`config.mk`:
```
export PLATFORM = sky130hd
export DESIGN_NAME = cip_logical_path_parser_flat
export DESIGN_NICKNAME = d
export VERILOG_FILES = /design/src/design/clp_pkg.sv /design/src/design/clp_req_if.sv /design/src/design/clp_rsp_if.sv /design/src/design/cip_logical_path_parser.sv /design/src/flat_wrapper.sv
export SDC_FILE = /design/constraint.sdc
export NUM_CORES = 1
export LEC_CHECK = 0
export BUFFER_PORTS_ARGS = -buffer_cell sky130_fd_sc_hd__buf_2
export CORE_ASPECT_RATIO = 1.5
export CORE_MARGIN = 3
export CORE_UTILIZATION = 58
export DETAILED_ROUTE_END_ITERATION = 7
export PLACE_DENSITY = 0.87
export REMOVE_ABC_BUFFERS = 1
export SYNTH_ARGS = -nofsm -noshare
export SYNTH_HDL_FRONTEND = slang
export SYNTH_SLANG_ARGS = --single-unit
```
`constraint.sdc`:
```
create_clock -name clock -period 4.1 [get_ports clock]
set_input_delay 0.41 -clock clock [delete_from_list [all_inputs] [get_ports clock]]
set_output_delay 0.41 -clock clock [all_outputs]
set_load 0.1 [all_outputs]
```
`src/design/clp_pkg.sv`:
```
`timescale 1ns / 1ps
// ----------------------------------------------------------------------------
// clp_pkg
// Shared types and constants for the CIP logical path parser: segment type
// codes, parse phases, target kinds and result status codes.
// ----------------------------------------------------------------------------
package clp_pkg;

   // segment type bytes
   localparam logic [7:0] SEG_CLASS_8  = 8'h20;
   localparam logic [7:0] SEG_CLASS_16 = 8'h21;
   localparam logic [7:0] SEG_CLASS_32 = 8'h22;
   localparam logic [7:0] SEG_INST_8   = 8'h24;
   localparam logic [7:0] SEG_INST_16  = 8'h25;
   localparam logic [7:0] SEG_INST_32  = 8'h26;
   localparam logic [7:0] SEG_ATTR_8   = 8'h30;
   localparam logic [7:0] SEG_ATTR_16  = 8'h31;

   // value byte counts per segment form
   localparam logic [2:0] LEN_8  = 3'd1;
   localparam logic [2:0] LEN_16 = 3'd2;
   localparam logic [2:0] LEN_32 = 3'd4;

   // parse phase
   typedef enum logic [1:0] {
      PH_TYPE = 2'd0,
      PH_PAD  = 2'd1,
      PH_DATA = 2'd2,
      PH_ERR  = 2'd3
   } phase_type;

   // which id a segment updates
   typedef enum logic [1:0] {
      KIND_CLASS = 2'd0,
      KIND_INST  = 2'd1,
      KIND_ATTR  = 2'd2
   } kind_type;

   // result status, also used as the latched error code
   typedef enum logic [1:0] {
      STATUS_OK      = 2'd0,
      STATUS_UNKNOWN = 2'd1,
      STATUS_TRUNC   = 2'd2,
      STATUS_MISSING = 2'd3
   } status_type;

   // seen flag bit positions
   localparam int SEEN_CLASS = 0;
   localparam int SEEN_INST  = 1;
   localparam int SEEN_ATTR  = 2;

endpackage

```
`src/design/clp_req_if.sv`:
```
`timescale 1ns / 1ps
// ----------------------------------------------------------------------------
// clp_req_if
// Byte channel into the parser: one path byte and its last-byte flag.
// ----------------------------------------------------------------------------
interface clp_req_if;
   logic       valid;
   logic       ready;
   logic [7:0] path_byte;
   logic       final_byte;

   modport source (output valid, output path_byte, output final_byte, input ready);
   modport sink   (input valid, input path_byte, input final_byte, output ready);
endinterface

```
`src/design/clp_rsp_if.sv`:
```
`timescale 1ns / 1ps
// ----------------------------------------------------------------------------
// clp_rsp_if
// Result channel out of the parser: decoded ids, presence flags and status.
// ----------------------------------------------------------------------------
interface clp_rsp_if;
   logic        valid;
   logic        ready;
   logic        path_ok;
   logic [1:0]  status;
   logic [31:0] class_value;
   logic [31:0] inst_value;
   logic [15:0] attr_id;
   logic        class_seen;
   logic        inst_seen;
   logic        attr_seen;

   modport source (output valid, output path_ok, output status, output class_value,
                   output inst_value, output attr_id, output class_seen,
                   output inst_seen, output attr_seen, input ready);
   modport sink   (input valid, input path_ok, input status, input class_value,
                   input inst_value, input attr_id, input class_seen,
                   input inst_seen, input attr_seen, output ready);
endinterface

```
`src/design/cip_logical_path_parser.sv`:
```
`timescale 1ns / 1ps
// The result is registered and appears in the cycle after a path's final byte is accepted.
// Throughput: one byte per cycle; the byte update is a single register-to-register step.
// The input stalls only while a result is held and not taken; a result taken in a cycle
// lets a byte enter in that same cycle.
// Reset (synchronous, active high) clears the parse state, the ids, the flags and rsp valid.
// ----------------------------------------------------------------------------
// cip_logical_path_parser
// Parses a CIP logical path one byte at a time and gives one result per path
// with the class, instance and attribute ids, presence flags and a status.
// ----------------------------------------------------------------------------
module cip_logical_path_parser
   import clp_pkg::*;
(
   input logic       clock,
   input logic       reset,
   clp_req_if.sink   req,
   clp_rsp_if.source rsp
);

   // parse state
   phase_type   phase_ff,   phase_in;
   kind_type    kind_ff,    kind_in;
   logic [2:0]  left_ff,    left_in;
   logic [1:0]  pos_ff,     pos_in;
   logic [31:0] accum_ff,   accum_in;
   logic [31:0] class_ff,   class_in;
   logic [31:0] inst_ff,    inst_in;
   logic [15:0] attr_ff,    attr_in;
   logic [2:0]  seen_ff,    seen_in;
   status_type  err_ff,     err_in;

   // result register
   logic        rsp_valid_ff, rsp_valid_in;
   status_type  rsp_status_ff, rsp_status_in;
   logic [31:0] rsp_class_ff, rsp_class_in;
   logic [31:0] rsp_inst_ff,  rsp_inst_in;
   logic [15:0] rsp_attr_ff,  rsp_attr_in;
   logic [2:0]  rsp_seen_ff,  rsp_seen_in;

   logic        req_accept;
   logic        seg_known;
   kind_type    seg_kind;
   logic [2:0]  seg_len;
   logic [31:0] byte_shifted;
   status_type  status_calc;

   // input side stalls only when a result is held and not taken
   assign req.ready  = !rsp_valid_ff || rsp.ready;
   assign req_accept = req.valid && req.ready;

   // segment type decode
   always_comb begin
      seg_known = 1'b1;
      seg_kind  = KIND_CLASS;
      seg_len   = LEN_8;
      unique case (req.path_byte)
         SEG_CLASS_8:  begin seg_kind = KIND_CLASS; seg_len = LEN_8;  end
         SEG_CLASS_16: begin seg_kind = KIND_CLASS; seg_len = LEN_16; end
         SEG_CLASS_32: begin seg_kind = KIND_CLASS; seg_len = LEN_32; end
         SEG_INST_8:   begin seg_kind = KIND_INST;  seg_len = LEN_8;  end
         SEG_INST_16:  begin seg_kind = KIND_INST;  seg_len = LEN_16; end
         SEG_INST_32:  begin seg_kind = KIND_INST;  seg_len = LEN_32; end
         SEG_ATTR_8:   begin seg_kind = KIND_ATTR;  seg_len = LEN_8;  end
         SEG_ATTR_16:  begin seg_kind = KIND_ATTR;  seg_len = LEN_16; end
         default:      seg_known = 1'b0;
      endcase
   end

   // little-endian placement of a value byte
   assign byte_shifted = {24'd0, req.path_byte} << {pos_ff, 3'b000};

   // next state and result
   always_comb begin
      phase_in      = phase_ff;
      kind_in       = kind_ff;
      left_in       = left_ff;
      pos_in        = pos_ff;
      accum_in      = accum_ff;
      class_in      = class_ff;
      inst_in       = inst_ff;
      attr_in       = attr_ff;
      seen_in       = seen_ff;
      err_in        = err_ff;
      status_calc   = STATUS_OK;
      rsp_valid_in  = rsp_valid_ff && !rsp.ready;
      rsp_status_in = rsp_status_ff;
      rsp_class_in  = rsp_class_ff;
      rsp_inst_in   = rsp_inst_ff;
      rsp_attr_in   = rsp_attr_ff;
      rsp_seen_in   = rsp_seen_ff;

      if (req_accept) begin
         // byte update
         unique case (phase_ff)
            PH_TYPE: begin
               if (seg_known) begin
                  kind_in  = seg_kind;
                  left_in  = seg_len;
                  pos_in   = 2'd0;
                  accum_in = 32'd0;
                  phase_in = (seg_len > LEN_8) ? PH_PAD : PH_DATA;
               end else begin
                  err_in   = STATUS_UNKNOWN;
                  phase_in = PH_ERR;
               end
            end
            PH_PAD: phase_in = PH_DATA;
            PH_DATA: begin
               accum_in = accum_ff | byte_shifted;
               pos_in   = pos_ff + 2'd1;
               left_in  = left_ff - 3'd1;
               if (left_in == 3'd0) begin
                  phase_in = PH_TYPE;
                  unique case (kind_ff)
                     KIND_CLASS: begin
                        class_in            = accum_in;
                        seen_in[SEEN_CLASS] = 1'b1;
                     end
                     KIND_INST: begin
                        inst_in            = accum_in;
                        seen_in[SEEN_INST] = 1'b1;
                     end
                     default: begin
                        attr_in            = accum_in[15:0];
                        seen_in[SEEN_ATTR] = 1'b1;
                     end
                  endcase
               end
            end
            default: ;
         endcase

         // end of path: build the result and start over
         if (req.final_byte) begin
            if (err_in == STATUS_OK && phase_in != PH_TYPE) begin
               err_in = STATUS_TRUNC;
            end
            priority if (err_in != STATUS_OK) begin
               status_calc = err_in;
            end else if (!(seen_in[SEEN_CLASS] && seen_in[SEEN_INST])) begin
               status_calc = STATUS_MISSING;
            end else begin
               status_calc = STATUS_OK;
            end
            rsp_valid_in  = 1'b1;
            rsp_status_in = status_calc;
            rsp_class_in  = class_in;
            rsp_inst_in   = inst_in;
            rsp_attr_in   = attr_in;
            rsp_seen_in   = seen_in;

            phase_in = PH_TYPE;
            kind_in  = KIND_CLASS;
            left_in  = 3'd0;
            pos_in   = 2'd0;
            accum_in = 32'd0;
            class_in = 32'd0;
            inst_in  = 32'd0;
            attr_in  = 16'd0;
            seen_in  = 3'd0;
            err_in   = STATUS_OK;
         end
      end
   end

   // state registers
   always_ff @(posedge clock) begin
      if (reset) begin
         phase_ff     <= PH_TYPE;
         kind_ff      <= KIND_CLASS;
         left_ff      <= 3'd0;
         pos_ff       <= 2'd0;
         accum_ff     <= 32'd0;
         class_ff     <= 32'd0;
         inst_ff      <= 32'd0;
         attr_ff      <= 16'd0;
         seen_ff      <= 3'd0;
         err_ff       <= STATUS_OK;
         rsp_valid_ff <= 1'b0;
      end else begin
         phase_ff     <= phase_in;
         kind_ff      <= kind_in;
         left_ff      <= left_in;
         pos_ff       <= pos_in;
         accum_ff     <= accum_in;
         class_ff     <= class_in;
         inst_ff      <= inst_in;
         attr_ff      <= attr_in;
         seen_ff      <= seen_in;
         err_ff       <= err_in;
         rsp_valid_ff <= rsp_valid_in;
      end
   end

   // result payload
   always_ff @(posedge clock) begin
      rsp_status_ff <= rsp_status_in;
      rsp_class_ff  <= rsp_class_in;
      rsp_inst_ff   <= rsp_inst_in;
      rsp_attr_ff   <= rsp_attr_in;
      rsp_seen_ff   <= rsp_seen_in;
   end

   // result outputs
   assign rsp.valid       = rsp_valid_ff;
   assign rsp.path_ok     = (rsp_status_ff == STATUS_OK);
   assign rsp.status      = rsp_status_ff;
   assign rsp.class_value = rsp_class_ff;
   assign rsp.inst_value  = rsp_inst_ff;
   assign rsp.attr_id     = rsp_attr_ff;
   assign rsp.class_seen  = rsp_seen_ff[SEEN_CLASS];
   assign rsp.inst_seen   = rsp_seen_ff[SEEN_INST];
   assign rsp.attr_seen   = rsp_seen_ff[SEEN_ATTR];

   // a final byte always produces a result next cycle
   a_final_gives_result: assert property (@(posedge clock) disable iff (reset)
      req_accept && req.final_byte |=> rsp_valid_ff)
      else $error("final byte accepted but no result raised");

   // parse state is back to start after a final byte
   a_final_restarts: assert property (@(posedge clock) disable iff (reset)
      req_accept && req.final_byte |=> phase_ff == PH_TYPE && err_ff == STATUS_OK
         && seen_ff == 3'd0)
      else $error("parse state not cleared after final byte");

   // error phase only with an unknown segment latched
   a_err_phase_code: assert property (@(posedge clock) disable iff (reset)
      phase_ff == PH_ERR |-> err_ff == STATUS_UNKNOWN)
      else $error("error phase without unknown segment code");

   // a clean result always carries class and instance
   a_ok_has_ids: assert property (@(posedge clock) disable iff (reset)
      rsp_valid_ff && rsp_status_ff == STATUS_OK
         |-> rsp_seen_ff[SEEN_CLASS] && rsp_seen_ff[SEEN_INST])
      else $error("ok status without class and instance");

   // value bytes are counted only while collecting
   a_data_left: assert property (@(posedge clock) disable iff (reset)
      phase_ff == PH_DATA |-> left_ff != 3'd0)
      else $error("collecting with no value bytes left");

endmodule

```
`src/flat_wrapper.sv`:
```
// flat-port wrapper written by rule: the top's interface ports become plain ports
module cip_logical_path_parser_flat import clp_pkg::*;
  (clock, reset, req_valid, req_path_byte, req_final_byte, req_ready, rsp_valid, rsp_path_ok, rsp_status, rsp_class_value, rsp_inst_value, rsp_attr_id, rsp_class_seen, rsp_inst_seen, rsp_attr_seen, rsp_ready);
  clp_req_if req_i ();
  clp_rsp_if rsp_i ();
  input logic clock;
  input logic reset;
  input wire logic [$bits(req_i.valid)-1:0] req_valid;
  input wire logic [$bits(req_i.path_byte)-1:0] req_path_byte;
  input wire logic [$bits(req_i.final_byte)-1:0] req_final_byte;
  output wire logic [$bits(req_i.ready)-1:0] req_ready;
  output wire logic [$bits(rsp_i.valid)-1:0] rsp_valid;
  output wire logic [$bits(rsp_i.path_ok)-1:0] rsp_path_ok;
  output wire logic [$bits(rsp_i.status)-1:0] rsp_status;
  output wire logic [$bits(rsp_i.class_value)-1:0] rsp_class_value;
  output wire logic [$bits(rsp_i.inst_value)-1:0] rsp_inst_value;
  output wire logic [$bits(rsp_i.attr_id)-1:0] rsp_attr_id;
  output wire logic [$bits(rsp_i.class_seen)-1:0] rsp_class_seen;
  output wire logic [$bits(rsp_i.inst_seen)-1:0] rsp_inst_seen;
  output wire logic [$bits(rsp_i.attr_seen)-1:0] rsp_attr_seen;
  input wire logic [$bits(rsp_i.ready)-1:0] rsp_ready;
  assign req_i.valid = req_valid;
  assign req_i.path_byte = req_path_byte;
  assign req_i.final_byte = req_final_byte;
  assign req_ready = req_i.ready;
  assign rsp_valid = rsp_i.valid;
  assign rsp_path_ok = rsp_i.path_ok;
  assign rsp_status = rsp_i.status;
  assign rsp_class_value = rsp_i.class_value;
  assign rsp_inst_value = rsp_i.inst_value;
  assign rsp_attr_id = rsp_i.attr_id;
  assign rsp_class_seen = rsp_i.class_seen;
  assign rsp_inst_seen = rsp_i.inst_seen;
  assign rsp_attr_seen = rsp_i.attr_seen;
  assign rsp_i.ready = rsp_ready;
  cip_logical_path_parser u_core (.clock(clock), .reset(reset), .req(req_i), .rsp(rsp_i));
endmodule
```
==> metrics <==
fraction of layout cells with a size suffix above 1=0.1881; Vias=6323; Ant. Diodes=0; power per cell area=468.6 mW/mm^2; WL final=18.80 mm; post-synthesis async set-or-reset flop share=0; first-pass GRT wire length=31.17 mm; vias in the first global route=6306; row count=53; fmax=398.0 MHz; Post-CTS Setup Inserts=0; fin. max-slew vios=0; worst-margin pin slew=between 1000 and 1500 ps; Worst setup EP type=flip-flop; Setup Crit Path Kind=flip-flop to flip-flop; TritonCTS Buffers=20; most frequent cells in the layout=a21oi_1, dfxtp_1, buf_2; CP Max Fanout=between 60 and 70; Final Worst Setup Slack=approximately 1600 ps; grt ovf=0; initial antenna violation count=0; Worst Setup EP=u_core.class_ff[10]; post_cts resized=0; post-DP HPWL=11.63 mm; startpoint types=flip-flop; post-synthesis register bit count=212; setup violators final=0; Core Util, Final=0.6859; Synthesis Warnings=0; clock-pin slew on the worst setup and hold paths=70 ps; Top FF cell, synth=dfxtp_1; die area=approximately 0.016 sq mm; Area growth, synth to finish=14.53%; Die H=154.3 um; port bufs=100; hold depth=2; Leakage=about 3.4 nW; Register-to-Register Path Depth=9; Critical Path AT=2910 ps; H-tree levels=1; Sink Count=roughly 210; critical path cell sequence=inv_1 > ha_1 > xor2_1 > buf_4 > nor4_4 > buf_4 > nand3_1 > buf_4 > o2bb2ai_1; status=complete, no violations; minimum clock period=2512 ps; clock latency on the worst-skew pair=around 500 ps; DR iter-0 viols=about 430; CTS root buffer=clkbuf_16; Syn Inst Count=791; R2R Path End=u_core.class_ff[10]; Vias per Instance=5.915; synthesized area=approximately 0.0085 sq mm; CP bufs+invs=4; reg-to-reg slack, setup=1590 ps; Max stage delay on crit path=580 ps; TritonCTS clock tree=yes; DRC=0; Largest delay share family, worst path=buffers and inverters; Core ar.=between 0.01 and 0.015 sq mm; Routability Congestion=0.8570; Critical Path RT=4500 ps; GR Util All Layers=0.2310; period utilisation layout=0.6128; Distinct cells, synth=58; RSZ-0062 raised after global routing=false; pin count of the biggest net entering global routing=69; pre-CTS setup slack=around 1600 ps; commonest non-fill, non-tap cell in the layout=a21oi_1; most used cell, CP=buf_4; crit path from=u_core.left_ff[0]; Initial DRT Pass Iterations=5; Initial Utilization=0.5988; Max-Slew Margin vs Limit=0.2721; average size of a mapped cell=10.74 sq um; Post-synth EDFFs=between 80 and 90; # Max-Cap Violations=0; deepest clock path buffer count=3; ANT nets after route=0; final hold vios=0; sequential element share of the synthesized area=0.5995; FILL cells=roughly 1100; Routed wire per std cell=approximately 18 um; Worst Skew=25.86 ps; hold_buf cts=0; CP max stage cell=buf_4; WP depth=9; fin nets=878; Worst R2R Start=u_core.left_ff[0]; HP Class=input pin to flip-flop; worst vdd ir=0.3754 mV; Die Width=104.8 um; io pins=101
## cell families after synthesis
family,Yosys count,share of synthesized area
compound gates,315,0.2347
flops,212,0.5995
simple gates,185,0.1182
buf+inv,75,0.04240
fa+ha+maj,2,0.002944
xor+xnor,1,0.001031
mux,1,0.001178
## where the power goes
part	total, W	internal, W	switching (W)
logic	0.000414	0.0000597	0.000354
registers	0.00223	0.00222	0.0000129
clock network	0.00192	0.00115	0.000763
total	0.00456	0.00343	0.00113
## worst min path at each step
stage / start / to / slack, ps
6_report: reset / u_core.phase_ff[0] / 320
5_1_grt: reset / u_core.phase_ff[0] / 310
4_1_cts: req_path_byte[2] / u_core.kind_ff[0] / 290
3_5_place_dp: u_core.class_ff[4] / u_core.class_ff[4] / 450
3_3_place_gp: u_core.inst_ff[6] / u_core.inst_ff[6] / 440
2_1_floorplan: u_core.seen_ff[2] / u_core.seen_ff[2] / 430
## synth_stat cells, drive strengths merged (2+ instances only)
| cell type | instances | area, sq um |
|---|---|---|
| a21oi | 171 | 863.3 |
| dfxtp | 127 | 2542 |
| nor2 | 95 | 356.6 |
| edfxtp | 85 | 2552 |
| o2bb2ai | 64 | 560.5 |
| clkbuf | 38 | 163.9 |
| o211ai | 35 | 267.8 |
| nand2b | 30 | 187.7 |
| buf | 26 | 155.2 |
| o21ai | 21 | 108.9 |
| nand3b | 17 | 140.1 |
| inv | 11 | 41.29 |
| nand2 | 9 | 36.29 |
| o31ai | 6 | 45.04 |
| nand3 | 5 | 30.03 |
| nor2b | 4 | 25.02 |
| nor3 | 4 | 30.03 |
| or2 | 3 | 18.77 |
| or2b | 3 | 22.52 |
| a221oi | 2 | 17.52 |
| a22oi | 2 | 15.01 |
| a31oi | 2 | 12.51 |
| ha | 2 | 25.02 |
| nand4 | 2 | 12.51 |
| nand4b | 2 | 17.52 |
| nor4 | 2 | 42.54 |
| o311ai | 2 | 17.52 |
| o32ai | 2 | 17.52 |
| o41ai | 2 | 17.52 |
| or4b | 2 | 20.02 |
## per-stage QoR
step / instances / area [sq um] / hold WS, ps / power (W) / setup TNS [ps]
floorplan: 727 / 8179 / 429.3 / 0.002588 / -15710
global placement: 1033 / 9052 / 444.6 / 0.002688 / 0
finish: 1069 / 9733 / 315.4 / 0.004561 / 0
detailed placement: 1033 / 9052 / 446.9 / 0.002691 / 0
CTS: 1069 / 9733 / 291.3 / 0.004583 / 0
global route: 1069 / 9733 / 308.6 / 0.004686 / 0
## routing by layer
| layer | wire, um | GRT usage | vias to the layer above |
|---|---|---|---|
| li1 | - | - | 3074 |
| met1 | 7398 | 0.2792 | 2975 |
| met2 | 9890 | 0.4108 | 234 |
| met3 | 985 | 0.02714 | 40 |
| met4 | 528 | 0.1076 | 0 |
| met5 | 0 | 0 | - |
## state kept, by name, indices dropped and copies added (netlist names)
name                    flops
u_core.rsp.attr_id         16
u_core.accum_ff            32
u_core.left_ff              3
u_core.class_ff            32
u_core.err_ff               2
u_core.phase_ff             2
u_core.pos_ff               2
u_core.rsp.status           2
u_core.rsp.valid            1
u_core.rsp_seen_ff          3
u_core.attr_ff             16
u_core.rsp.inst_value      32
u_core.inst_ff             32
u_core.kind_ff              2
u_core.seen_ff              3
u_core.rsp.class_value     32
## final cells by class
cell class	count	area (sq um)	area share
clock inverter	9	118.9	0.01221
clock buffer	27	561.8	0.05772
sequential	212	5095	0.5235
tap	192	240.2	0.02468
multi-input combinational	504	3057	0.3141
inverter	11	42.54	0.004371
timing repair buffer	114	618.1	0.06350
Note: power is estimated with default switching activity, not from simulation.
